--- src/rtl/dpm_pkg.sv ---
// ----------------------------------------------------------------------------
// dpm_pkg: shared definitions for the decimating peak meter
// Widths, register codes, detector modes and the configuration bundle.
// ----------------------------------------------------------------------------
package dpm_pkg;

	localparam int SAMPLE_BITS_DEF = 24;
	localparam int GAIN_BITS       = 16;
	localparam int GAIN_FRAC       = 12;
	localparam int LEN_BITS        = 16;
	localparam int CFG_IDX_BITS    = 2;
	localparam int CFG_DATA_BITS   = 16;
	localparam int QUEUE_DEPTH     = 4;

	localparam logic [GAIN_BITS-1:0] GAIN_UNITY = GAIN_BITS'(1 << GAIN_FRAC);
	localparam logic [LEN_BITS-1:0]  LEN_RESET  = LEN_BITS'(1);

	localparam logic [CFG_IDX_BITS-1:0] CFG_MODE       = 2'd0;
	localparam logic [CFG_IDX_BITS-1:0] CFG_WINDOW_LEN = 2'd1;
	localparam logic [CFG_IDX_BITS-1:0] CFG_GAIN       = 2'd2;

	typedef enum logic [1:0] {
		MODE_ABS_MAX = 2'd0,
		MODE_ABS_MIN = 2'd1,
		MODE_MAG_MAX = 2'd2,
		MODE_MAG_MIN = 2'd3
	} mode_t;

	typedef struct packed {
		mode_t                mode;
		logic [LEN_BITS-1:0]  window_len;
		logic [GAIN_BITS-1:0] gain;
	} dpm_cfg_t;

endpackage

--- src/rtl/dpm_if.sv ---
// ----------------------------------------------------------------------------
// dpm_if: stream channels of the decimating peak meter
// Sample input channel and meter result channel, valid/ready handshake.
// ----------------------------------------------------------------------------
interface dpm_sample_if #(parameter int W = 24) ();
	logic         valid;
	logic         ready;
	logic [W-1:0] sample_in;

	modport source (output valid, output sample_in, input ready);
	modport sink (input valid, input sample_in, output ready);
endinterface

interface dpm_meter_if #(parameter int W = 24) ();
	logic         valid;
	logic         ready;
	logic [W-1:0] meter_value;

	modport source (output valid, output meter_value, input ready);
	modport sink (input valid, input meter_value, output ready);
endinterface

--- src/rtl/dpm_front.sv ---
// ----------------------------------------------------------------------------
// dpm_front: sample intake and gain stage
// Multiplies each sample by the gain, rounds, saturates and derives the
// saturated absolute value and exact magnitude for the detector.
// ----------------------------------------------------------------------------
module dpm_front #(
	parameter int SAMPLE_BITS = dpm_pkg::SAMPLE_BITS_DEF
) (
	input  logic                       clk,
	input  logic                       arst_n,
	input  dpm_pkg::dpm_cfg_t          cfg,
	dpm_sample_if.sink                 samples,
	output logic                       push,
	output logic [3*SAMPLE_BITS-1:0]   push_data,
	input  logic                       full
);
	import dpm_pkg::*;

	localparam int PW = SAMPLE_BITS + GAIN_BITS + 1;
	localparam int RW = PW + 1;
	localparam int QW = RW - GAIN_FRAC;
	localparam int ROUND = 1 << (GAIN_FRAC - 1);

	localparam logic [SAMPLE_BITS-1:0] SMAX = {1'b0, {(SAMPLE_BITS-1){1'b1}}};
	localparam logic [SAMPLE_BITS-1:0] SMIN = {1'b1, {(SAMPLE_BITS-1){1'b0}}};

	logic                    valid_s1;
	logic signed [PW-1:0]    prod_s1;
	logic signed [PW-1:0]    prod;
	logic signed [RW-1:0]    rounded;
	logic [QW-1:0]           quot;
	logic                    ovf;
	logic [SAMPLE_BITS-1:0]  scaled;
	logic [SAMPLE_BITS-1:0]  neg_val;
	logic [SAMPLE_BITS-1:0]  mag;
	logic [SAMPLE_BITS-1:0]  absv;

	assign samples.ready = !valid_s1 || !full;

	assign prod = PW'(signed'(samples.sample_in)) * PW'(signed'({1'b0, cfg.gain}));

	always_ff @(posedge clk or negedge arst_n) begin
		if (!arst_n) begin
			valid_s1 <= 1'b0;
		end else if (samples.ready) begin
			valid_s1 <= samples.valid;
		end
	end

	always_ff @(posedge clk) begin
		if (samples.valid && samples.ready) begin
			prod_s1 <= prod;
		end
	end

	// round half up, floor shift, saturate
	always_comb begin
		rounded = RW'(prod_s1) + RW'(ROUND);
		quot    = rounded[RW-1:GAIN_FRAC];
		ovf     = !((&quot[QW-1:SAMPLE_BITS-1]) || !(|quot[QW-1:SAMPLE_BITS-1]));
		if (ovf) begin
			scaled = quot[QW-1] ? SMIN : SMAX;
		end else begin
			scaled = quot[SAMPLE_BITS-1:0];
		end
		neg_val = -scaled;
		mag     = scaled[SAMPLE_BITS-1] ? neg_val : scaled;
		absv    = (scaled[SAMPLE_BITS-1] && neg_val[SAMPLE_BITS-1]) ? SMAX : mag;
	end

	assign push      = valid_s1 && !full;
	assign push_data = {scaled, absv, mag};

endmodule

--- src/rtl/dpm_fifo.sv ---
// ----------------------------------------------------------------------------
// dpm_fifo: short decoupling queue
// Register-based FIFO between the gain stage and the detector.
// ----------------------------------------------------------------------------
module dpm_fifo #(
	parameter int W     = 72,
	parameter int DEPTH = dpm_pkg::QUEUE_DEPTH
) (
	input  logic         clk,
	input  logic         arst_n,
	input  logic         push,
	input  logic [W-1:0] push_data,
	output logic         full,
	input  logic         pop,
	output logic         pop_valid,
	output logic [W-1:0] pop_data
);
	localparam int AW = (DEPTH > 1) ? $clog2(DEPTH) : 1;
	localparam int CW = $clog2(DEPTH + 1);

	logic [W-1:0]  mem_q [DEPTH];
	logic [AW-1:0] wr_ptr_q;
	logic [AW-1:0] rd_ptr_q;
	logic [CW-1:0] count_q;
	logic          do_push;
	logic          do_pop;

	assign full      = (count_q == CW'(DEPTH));
	assign pop_valid = (count_q != '0);
	assign pop_data  = mem_q[rd_ptr_q];
	assign do_push   = push && !full;
	assign do_pop    = pop && pop_valid;

	always_ff @(posedge clk or negedge arst_n) begin
		if (!arst_n) begin
			wr_ptr_q <= '0;
			rd_ptr_q <= '0;
			count_q  <= '0;
		end else begin
			if (do_push) begin
				wr_ptr_q <= (wr_ptr_q == AW'(DEPTH - 1)) ? '0 : wr_ptr_q + 1'b1;
			end
			if (do_pop) begin
				rd_ptr_q <= (rd_ptr_q == AW'(DEPTH - 1)) ? '0 : rd_ptr_q + 1'b1;
			end
			if (do_push && !do_pop) begin
				count_q <= count_q + 1'b1;
			end else if (do_pop && !do_push) begin
				count_q <= count_q - 1'b1;
			end
		end
	end

	always_ff @(posedge clk) begin
		if (do_push) begin
			mem_q[wr_ptr_q] <= push_data;
		end
	end

endmodule

--- src/rtl/dpm_back.sv ---
// ----------------------------------------------------------------------------
// dpm_back: extreme tracker and window counter
// Folds each scaled sample into the held extreme and emits it into the
// output register when the window closes.
// ----------------------------------------------------------------------------
module dpm_back #(
	parameter int SAMPLE_BITS = dpm_pkg::SAMPLE_BITS_DEF
) (
	input  logic                      clk,
	input  logic                      arst_n,
	input  dpm_pkg::dpm_cfg_t         cfg,
	input  logic                      pop_valid,
	input  logic [3*SAMPLE_BITS-1:0]  pop_data,
	output logic                      pop,
	dpm_meter_if.source               meters
);
	import dpm_pkg::*;

	logic [SAMPLE_BITS-1:0] held_q;
	logic [LEN_BITS-1:0]    count_q;
	logic                   out_valid_q;
	logic [SAMPLE_BITS-1:0] value_q;

	logic [SAMPLE_BITS-1:0] val;
	logic [SAMPLE_BITS-1:0] absv;
	logic [SAMPLE_BITS-1:0] mag;
	logic [SAMPLE_BITS-1:0] held_neg;
	logic [SAMPLE_BITS-1:0] held_mag;
	logic [SAMPLE_BITS-1:0] cand;
	logic                   take;
	logic                   first;
	logic [LEN_BITS:0]      nxt;
	logic                   close;
	logic [SAMPLE_BITS-1:0] new_held;

	assign {val, absv, mag} = pop_data;
	assign pop = pop_valid && (!out_valid_q || meters.ready);

	always_comb begin
		held_neg = -held_q;
		held_mag = held_q[SAMPLE_BITS-1] ? held_neg : held_q;
		case (cfg.mode)
			MODE_ABS_MAX: begin
				cand = absv;
				take = $signed(held_q) < $signed(absv);
			end
			MODE_ABS_MIN: begin
				cand = absv;
				take = $signed(held_q) > $signed(absv);
			end
			MODE_MAG_MAX: begin
				cand = val;
				take = held_mag < mag;
			end
			default: begin
				cand = val;
				take = held_mag > mag;
			end
		endcase
		first    = (count_q == '0);
		new_held = (first || take) ? cand : held_q;
		nxt      = {1'b0, count_q} + 1'b1;
		close    = nxt >= {1'b0, cfg.window_len};
	end

	always_ff @(posedge clk or negedge arst_n) begin
		if (!arst_n) begin
			held_q      <= '0;
			count_q     <= '0;
			out_valid_q <= 1'b0;
		end else begin
			if (pop) begin
				held_q  <= new_held;
				count_q <= close ? '0 : nxt[LEN_BITS-1:0];
			end
			if (pop && close) begin
				out_valid_q <= 1'b1;
			end else if (meters.ready) begin
				out_valid_q <= 1'b0;
			end
		end
	end

	always_ff @(posedge clk) begin
		if (pop && close) begin
			value_q <= new_held;
		end
	end

	assign meters.valid       = out_valid_q;
	assign meters.meter_value = value_q;

endmodule

--- src/rtl/decimating_peak_meter.sv ---
// ----------------------------------------------------------------------------
// decimating_peak_meter: windowed min/max peak meter with gain
// Scales samples by a Q4.12 gain and emits one extreme per window.
// ----------------------------------------------------------------------------
// Usage:
//   samples: one signed sample per beat (valid/ready).
//   meters:  one meter_value beat per closed window of window_len samples (0 acts as 1).
//   cfg_we/cfg_index/cfg_data: register writes (mode, window_len, gain),
//   taken at any edge with cfg_we high; write only while no sample or
//   meter beat is in flight.
// Throughput: one sample per cycle while the queue is not full, limited by
//   the gain multiplier stage and the tracker update.
// Path: meter_value becomes valid once the closing sample has passed the
//   multiplier register, the queue and the output register; a ready
//   receiver then takes it.
// Reset: registers return to mode 0, window_len 1, gain unity; the open
//   window, the queue and the output register are emptied.
// Stall: while meters.ready is low the output register holds its beat;
//   samples keep flowing until the 4-entry queue and the gain stage fill,
//   then samples.ready drops.
// ----------------------------------------------------------------------------
module decimating_peak_meter #(
	parameter int SAMPLE_BITS = dpm_pkg::SAMPLE_BITS_DEF
) (
	input  logic                               clk,
	input  logic                               arst_n,
	input  logic                               cfg_we,
	input  logic [dpm_pkg::CFG_IDX_BITS-1:0]   cfg_index,
	input  logic [dpm_pkg::CFG_DATA_BITS-1:0]  cfg_data,
	dpm_sample_if.sink                         samples,
	dpm_meter_if.source                        meters
);
	import dpm_pkg::*;

	localparam int QW = 3 * SAMPLE_BITS;

	dpm_cfg_t          cfg_q;
	logic              push;
	logic [QW-1:0]     push_data;
	logic              full;
	logic              pop;
	logic              pop_valid;
	logic [QW-1:0]     pop_data;

	always_ff @(posedge clk or negedge arst_n) begin
		if (!arst_n) begin
			cfg_q.mode       <= MODE_ABS_MAX;
			cfg_q.window_len <= LEN_RESET;
			cfg_q.gain       <= GAIN_UNITY;
		end else if (cfg_we) begin
			case (cfg_index)
				CFG_MODE:       cfg_q.mode       <= mode_t'(cfg_data[1:0]);
				CFG_WINDOW_LEN: cfg_q.window_len <= cfg_data[LEN_BITS-1:0];
				CFG_GAIN:       cfg_q.gain       <= cfg_data[GAIN_BITS-1:0];
				default: begin
				end
			endcase
		end
	end

	dpm_front #(.SAMPLE_BITS(SAMPLE_BITS)) u_front (
		.clk       (clk),
		.arst_n    (arst_n),
		.cfg       (cfg_q),
		.samples   (samples),
		.push      (push),
		.push_data (push_data),
		.full      (full)
	);

	dpm_fifo #(.W(QW), .DEPTH(QUEUE_DEPTH)) u_fifo (
		.clk       (clk),
		.arst_n    (arst_n),
		.push      (push),
		.push_data (push_data),
		.full      (full),
		.pop       (pop),
		.pop_valid (pop_valid),
		.pop_data  (pop_data)
	);

	dpm_back #(.SAMPLE_BITS(SAMPLE_BITS)) u_back (
		.clk       (clk),
		.arst_n    (arst_n),
		.cfg       (cfg_q),
		.pop_valid (pop_valid),
		.pop_data  (pop_data),
		.pop       (pop),
		.meters    (meters)
	);

endmodule

--- src/flat_wrapper.sv ---
// flat-port wrapper written by rule: the top's interface ports become plain ports
module decimating_peak_meter_flat import dpm_pkg::*;
#(
	parameter int SAMPLE_BITS = dpm_pkg::SAMPLE_BITS_DEF
)
  (clk, arst_n, cfg_we, cfg_index, cfg_data, samples_valid, samples_sample_in, samples_ready, meters_valid, meters_meter_value, meters_ready);
  dpm_sample_if #(.W((SAMPLE_BITS_DEF))) samples_i ();
  dpm_meter_if #(.W((SAMPLE_BITS_DEF))) meters_i ();
  input  logic clk;
  input  logic arst_n;
  input  logic cfg_we;
  input  logic [dpm_pkg::CFG_IDX_BITS-1:0] cfg_index;
  input  logic [dpm_pkg::CFG_DATA_BITS-1:0] cfg_data;
  input wire logic [$bits(samples_i.valid)-1:0] samples_valid;
  input wire logic [$bits(samples_i.sample_in)-1:0] samples_sample_in;
  output wire logic [$bits(samples_i.ready)-1:0] samples_ready;
  output wire logic [$bits(meters_i.valid)-1:0] meters_valid;
  output wire logic [$bits(meters_i.meter_value)-1:0] meters_meter_value;
  input wire logic [$bits(meters_i.ready)-1:0] meters_ready;
  assign samples_i.valid = samples_valid;
  assign samples_i.sample_in = samples_sample_in;
  assign samples_ready = samples_i.ready;
  assign meters_valid = meters_i.valid;
  assign meters_meter_value = meters_i.meter_value;
  assign meters_i.ready = meters_ready;
  decimating_peak_meter #(.SAMPLE_BITS(SAMPLE_BITS)) u_core (.clk(clk), .arst_n(arst_n), .cfg_we(cfg_we), .cfg_index(cfg_index), .cfg_data(cfg_data), .samples(samples_i), .meters(meters_i));
endmodule
--- config.mk ---
export PLATFORM = sky130hd
export DESIGN_NAME = decimating_peak_meter_flat
export DESIGN_NICKNAME = d
export VERILOG_FILES = /design/src/rtl/dpm_pkg.sv /design/src/rtl/dpm_if.sv /design/src/rtl/dpm_front.sv /design/src/rtl/dpm_fifo.sv /design/src/rtl/dpm_back.sv /design/src/rtl/decimating_peak_meter.sv /design/src/flat_wrapper.sv
export SDC_FILE = /design/constraint.sdc
export NUM_CORES = 2
export LEC_CHECK = 0
export BUFFER_PORTS_ARGS = -buffer_cell sky130_fd_sc_hd__buf_2
export CAP_MARGIN = 15
export CORE_ASPECT_RATIO = 0.7
export CORE_MARGIN = 1
export CORE_UTILIZATION = 35
export CTS_CLUSTER_SIZE = 10
export DETAILED_ROUTE_END_ITERATION = 8
export PLACE_DENSITY = 0.52
export SLEW_MARGIN = 20
export SYNTH_ARGS = -nofsm -noshare
export SYNTH_HDL_FRONTEND = slang
export SYNTH_SLANG_ARGS = --single-unit
--- constraint.sdc ---
create_clock -name clk -period 5.75 [get_ports clk]
set_input_delay 0.2875 -clock clk [delete_from_list [all_inputs] [get_ports clk]]
set_output_delay 0.2875 -clock clk [all_outputs]
set_load 0.05 [all_outputs]
==> flow_metrics.env <==
export IMPL_status="complete, but fails checks"
export IMPL_violations="setup timing"
export IMPL_ioPinCount=73
export IMPL_synth_fp_nets=3525
export IMPL_vias_per_cell=4.85
export IMPL_worst_setup_path_start_kind="flop"
export IMPL_grt_setup_unrepaired="yes"
export IMPL_fmax_mhz=161
export IMPL_synth_area_leaders="edfxtp_1, fa_1, ha_1"
export IMPL_layout_drive_gt1_share=0.211
export IMPL_core_area_sq_um=94200
export IMPL_fin_crit_ns=6.20
export IMPL_synth_cell_type_count=77
export IMPL_ys_seq_area_frac=0.363
export IMPL_r2r_slack_ns=-0.45
export IMPL_rows=94
export IMPL_met1_length_mm=44.5
export IMPL_hold_violations=0
export IMPL_fin_tns_setup_ns=-5.32
export IMPL_hold_start="cfg_data[2]"
export IMPL_fill_cells=8948
export IMPL_clockRootBuffer="clkbuf_16"
export IMPL_drt_iter0_markers=1417
export IMPL_nets=3837
export IMPL_cp_arrival_ns=6.54
export IMPL_timing_rr_end="u_core.u_front.prod_s1[40]$_DFFE_PP_"
export IMPL_clk_latency_ns=0.61
export IMPL_slew_viol_final=0
export IMPL_top_layer="met4"
export IMPL_final_cell_mix="inv_1, fa_1, edfxtp_1"
export IMPL_routed_wl_met2_mm=35.8
export IMPL_htreeDepth=2
export IMPL_avgSynthCellArea_sq_um=11.4
export IMPL_slew_headroom=0.299
export IMPL_antenna_found_initial=0
export IMPL_synthArstFlopShare=0.199
export IMPL_final_common_cell="inv_1"
export IMPL_end_kind="flop"
export IMPL_hold_depth=2
export IMPL_netlist_area_sq_um=33400
export IMPL_dpl_hpwl_mm=66.9
export IMPL_dr_wl_met3_mm=5.14
export IMPL_synth_edf_count=334
export IMPL_grt_pass1_wl_mm=137
export IMPL_final_setup_skew_ns=0.0365
export IMPL_synthFlopType="edfxtp_1"
export IMPL_ant_nets=0
export IMPL_grt_remaining_overflow=0
export IMPL_netlist_instances=2929
export IMPL_yosysWarnings=0
export IMPL_dr_pass1_iters=5
export IMPL_insertedDiodeCount=0
export IMPL_start_util=0.354
export IMPL_drcViolationCount=0
export IMPL_yosys_area_top_type="edfxtp_1"
export IMPL_grt_pass1_vias=23200
export IMPL_grt_usage=0.185
export IMPL_crit_type="reg2reg"
export IMPL_cts_buffers=48
export IMPL_ff2ff_path_depth=23
export IMPL_clock_path_buffers=3
export IMPL_setup_viol=23
export IMPL_wirelength_mm=86.5
export IMPL_max_cap_violations=0
export IMPL_hold_path_endpoint="u_core.cfg_q[2]$_DFFE_PN0P_"
export IMPL_cts_tree="done"
export IMPL_multi_input_area_sq_um=19300
export IMPL_fp_dieH_microns=260
export IMPL_finalCritPeriodShare=1.08
export IMPL_wl_per_cell_microns=19.1
export IMPL_hold_path_class="in2reg"
export IMPL_worst_slew_pin_slew_ns=1.05
export IMPL_vias=21900
export IMPL_synthToLayoutAreaGrowth_pct=18.5
export IMPL_synth_seq_cells=417
export IMPL_setup_ws_ns=-0.448
export IMPL_place_gp_congestion=0.849
export IMPL_grt_max_degree=49
export IMPL_cp_max_fo=7
export IMPL_cp_required_ns=6.09
export IMPL_port_buffers=72
export IMPL_die_area_sq_um=96700
export IMPL_synth_top_area_share=0.300
export IMPL_cts_sinks=417
export IMPL_rr_startpoint="u_core.cfg_q[3]$_DFFE_PN0P_"
export IMPL_die_w_microns=371
export IMPL_clkTransAtPathRegs_ns=0.05
export IMPL_regArea_sq_um=12100
==> layer usage <==
metal | track usage | vias up
li1 | - | 10300
met1 | 0.289 | 11100
met2 | 0.267 | 468
met3 | 0.0339 | 68
met4 | 0.0306 | 0
met5 | 0 | -
==> critical path: stages (launching register included) <==
cell and delay [ns]:
dfrtp_1 0.40, buf_12 0.15, buf_6 0.12, and2_4 0.14
fa_1 0.52, inv_4 0.07, fa_2 0.62, clkinvlp_4 0.11
buf_4 0.13, buf_4 0.14, fa_1 0.54, fa_1 0.44
fa_1 0.54, inv_1 0.05, fa_1 0.54, inv_1 0.07
ha_4 0.27, nand3_1 0.08, o21ai_2 0.18, a21oi_2 0.09
a31oi_4 0.22, a21oi_2 0.08, a211o_1 0.27, xnor2_1 0.13
==> synthesized netlist by cell type, drive strengths merged, types with 4 or more instances <==
cell and count:
o31ai 12, or3 26, and2 168, or2 4, o2111ai 4, nand2 336, edfxtp 334, and3 20
buf 20, xnor2 70, mux2i 5, a21o 12, o211ai 13, nor3 25, o21a 14, a21oi 73
ha 173, nand3 36, or4 10, nand2b 20, fa 376, o21ai 85, dfrtp 81, a31oi 8
a211oi 9, nor4 14, nor2 50, clkbuf 95, nor2b 14, a22o 8, nand4 23, mux4 70
and4 8, mux2 85, xor2 38, inv 539
==> kinds of logic (layout without fill, tap and decap cells) <==
| logic type | Yosys count | after routing | synth area share |
|---|---|---|---|
| AOI/OAI and AO/OA | 274 | 274 | 0.0516 |
| xor gates and xnor gates | 108 | 108 | 0.0283 |
| adders and majority gates | 549 | 549 | 0.290 |
| buffers and inverters | 654 | 999 | 0.0743 |
| DFF | 417 | 417 | 0.363 |
| muxes | 160 | 160 | 0.0774 |
| and+or+nand+nor | 767 | 767 | 0.116 |
==> flip-flops by register name, summed over array words and instances, names as in the netlist <==
register                          flops
u_core.u_front.prod_s1               30
u_core.u_fifo.wr_ptr_q                2
u_core.u_front.valid_s1               1
u_core.cfg_q                         34
u_core.u_fifo.mem_q                 280
u_core.u_back.held_q                 24
u_core.u_fifo.rd_ptr_q                2
u_core.u_fifo.count_q                 3
u_core.u_back.meters.valid            1
u_core.u_back.count_q                16
u_core.u_back.meters.meter_value     24
==> area by class of cell <==
| class | count | area share |
|---|---|---|
| Clock buffer | 77 | 0.0334 |
| Clock inverter | 6 | 0.00266 |
| Inverter | 539 | 0.0513 |
| Multi-Input combinational cell | 1858 | 0.488 |
| Sequential cell | 417 | 0.306 |
| Tap cell | 1248 | 0.0395 |
| Timing Repair Buffer | 377 | 0.0783 |
==> worst max path at each step <==
stage                                           end  slack [ns]                   startpoint  cells past startpoint
2_1_floorplan  u_core.u_front.prod_s1[31]$_DFFE_PP_       -0.23  u_core.cfg_q[6]$_DFFE_PN0P_                     22
3_3_place_gp   u_core.u_front.prod_s1[40]$_DFFE_PP_       -0.59  u_core.cfg_q[2]$_DFFE_PN0P_                     23
3_5_place_dp   u_core.u_front.prod_s1[40]$_DFFE_PP_       -0.64  u_core.cfg_q[2]$_DFFE_PN0P_                     23
4_1_cts        u_core.u_front.prod_s1[40]$_DFFE_PP_       -0.38  u_core.cfg_q[4]$_DFFE_PN0P_                     22
5_1_grt        u_core.u_front.prod_s1[40]$_DFFE_PP_       -0.66  u_core.cfg_q[4]$_DFFE_PN0P_                     22
6_report       u_core.u_front.prod_s1[40]$_DFFE_PP_       -0.45  u_core.cfg_q[3]$_DFFE_PN0P_                     23
==> through the flow <==
stage / cells / area (sq um) / utilization / hold slack (ns) / worst slack [ns]
finish: 4522 / 39600 / 0.420 / 0.0285 / -0.448
global route: 4522 / 39600 / 0.420 / 0.00868 / -0.657
CTS: 4506 / 39200 / 0.416 / 0.00932 / -0.382
detailed placement: 4394 / 37300 / 0.396 / 0.308 / -0.637
global placement: 4394 / 37300 / 0.396 / 0.307 / -0.587
floorplan: 2929 / 33600 / - / -0.00809 / -0.233
==> what timing repair did <==
action,in CTS,in global routing
buffers inserted,14,18
hold buffers,16,0
pin swaps,39,36
endpoints found under the hold margin,63,0
gates resized for setup,45,51
endpoints found under the setup margin,23,50
cloned,0,1
Power is not shown: default switching activity piles up to over one toggle a cycle in this logic, so the estimate is an artifact.
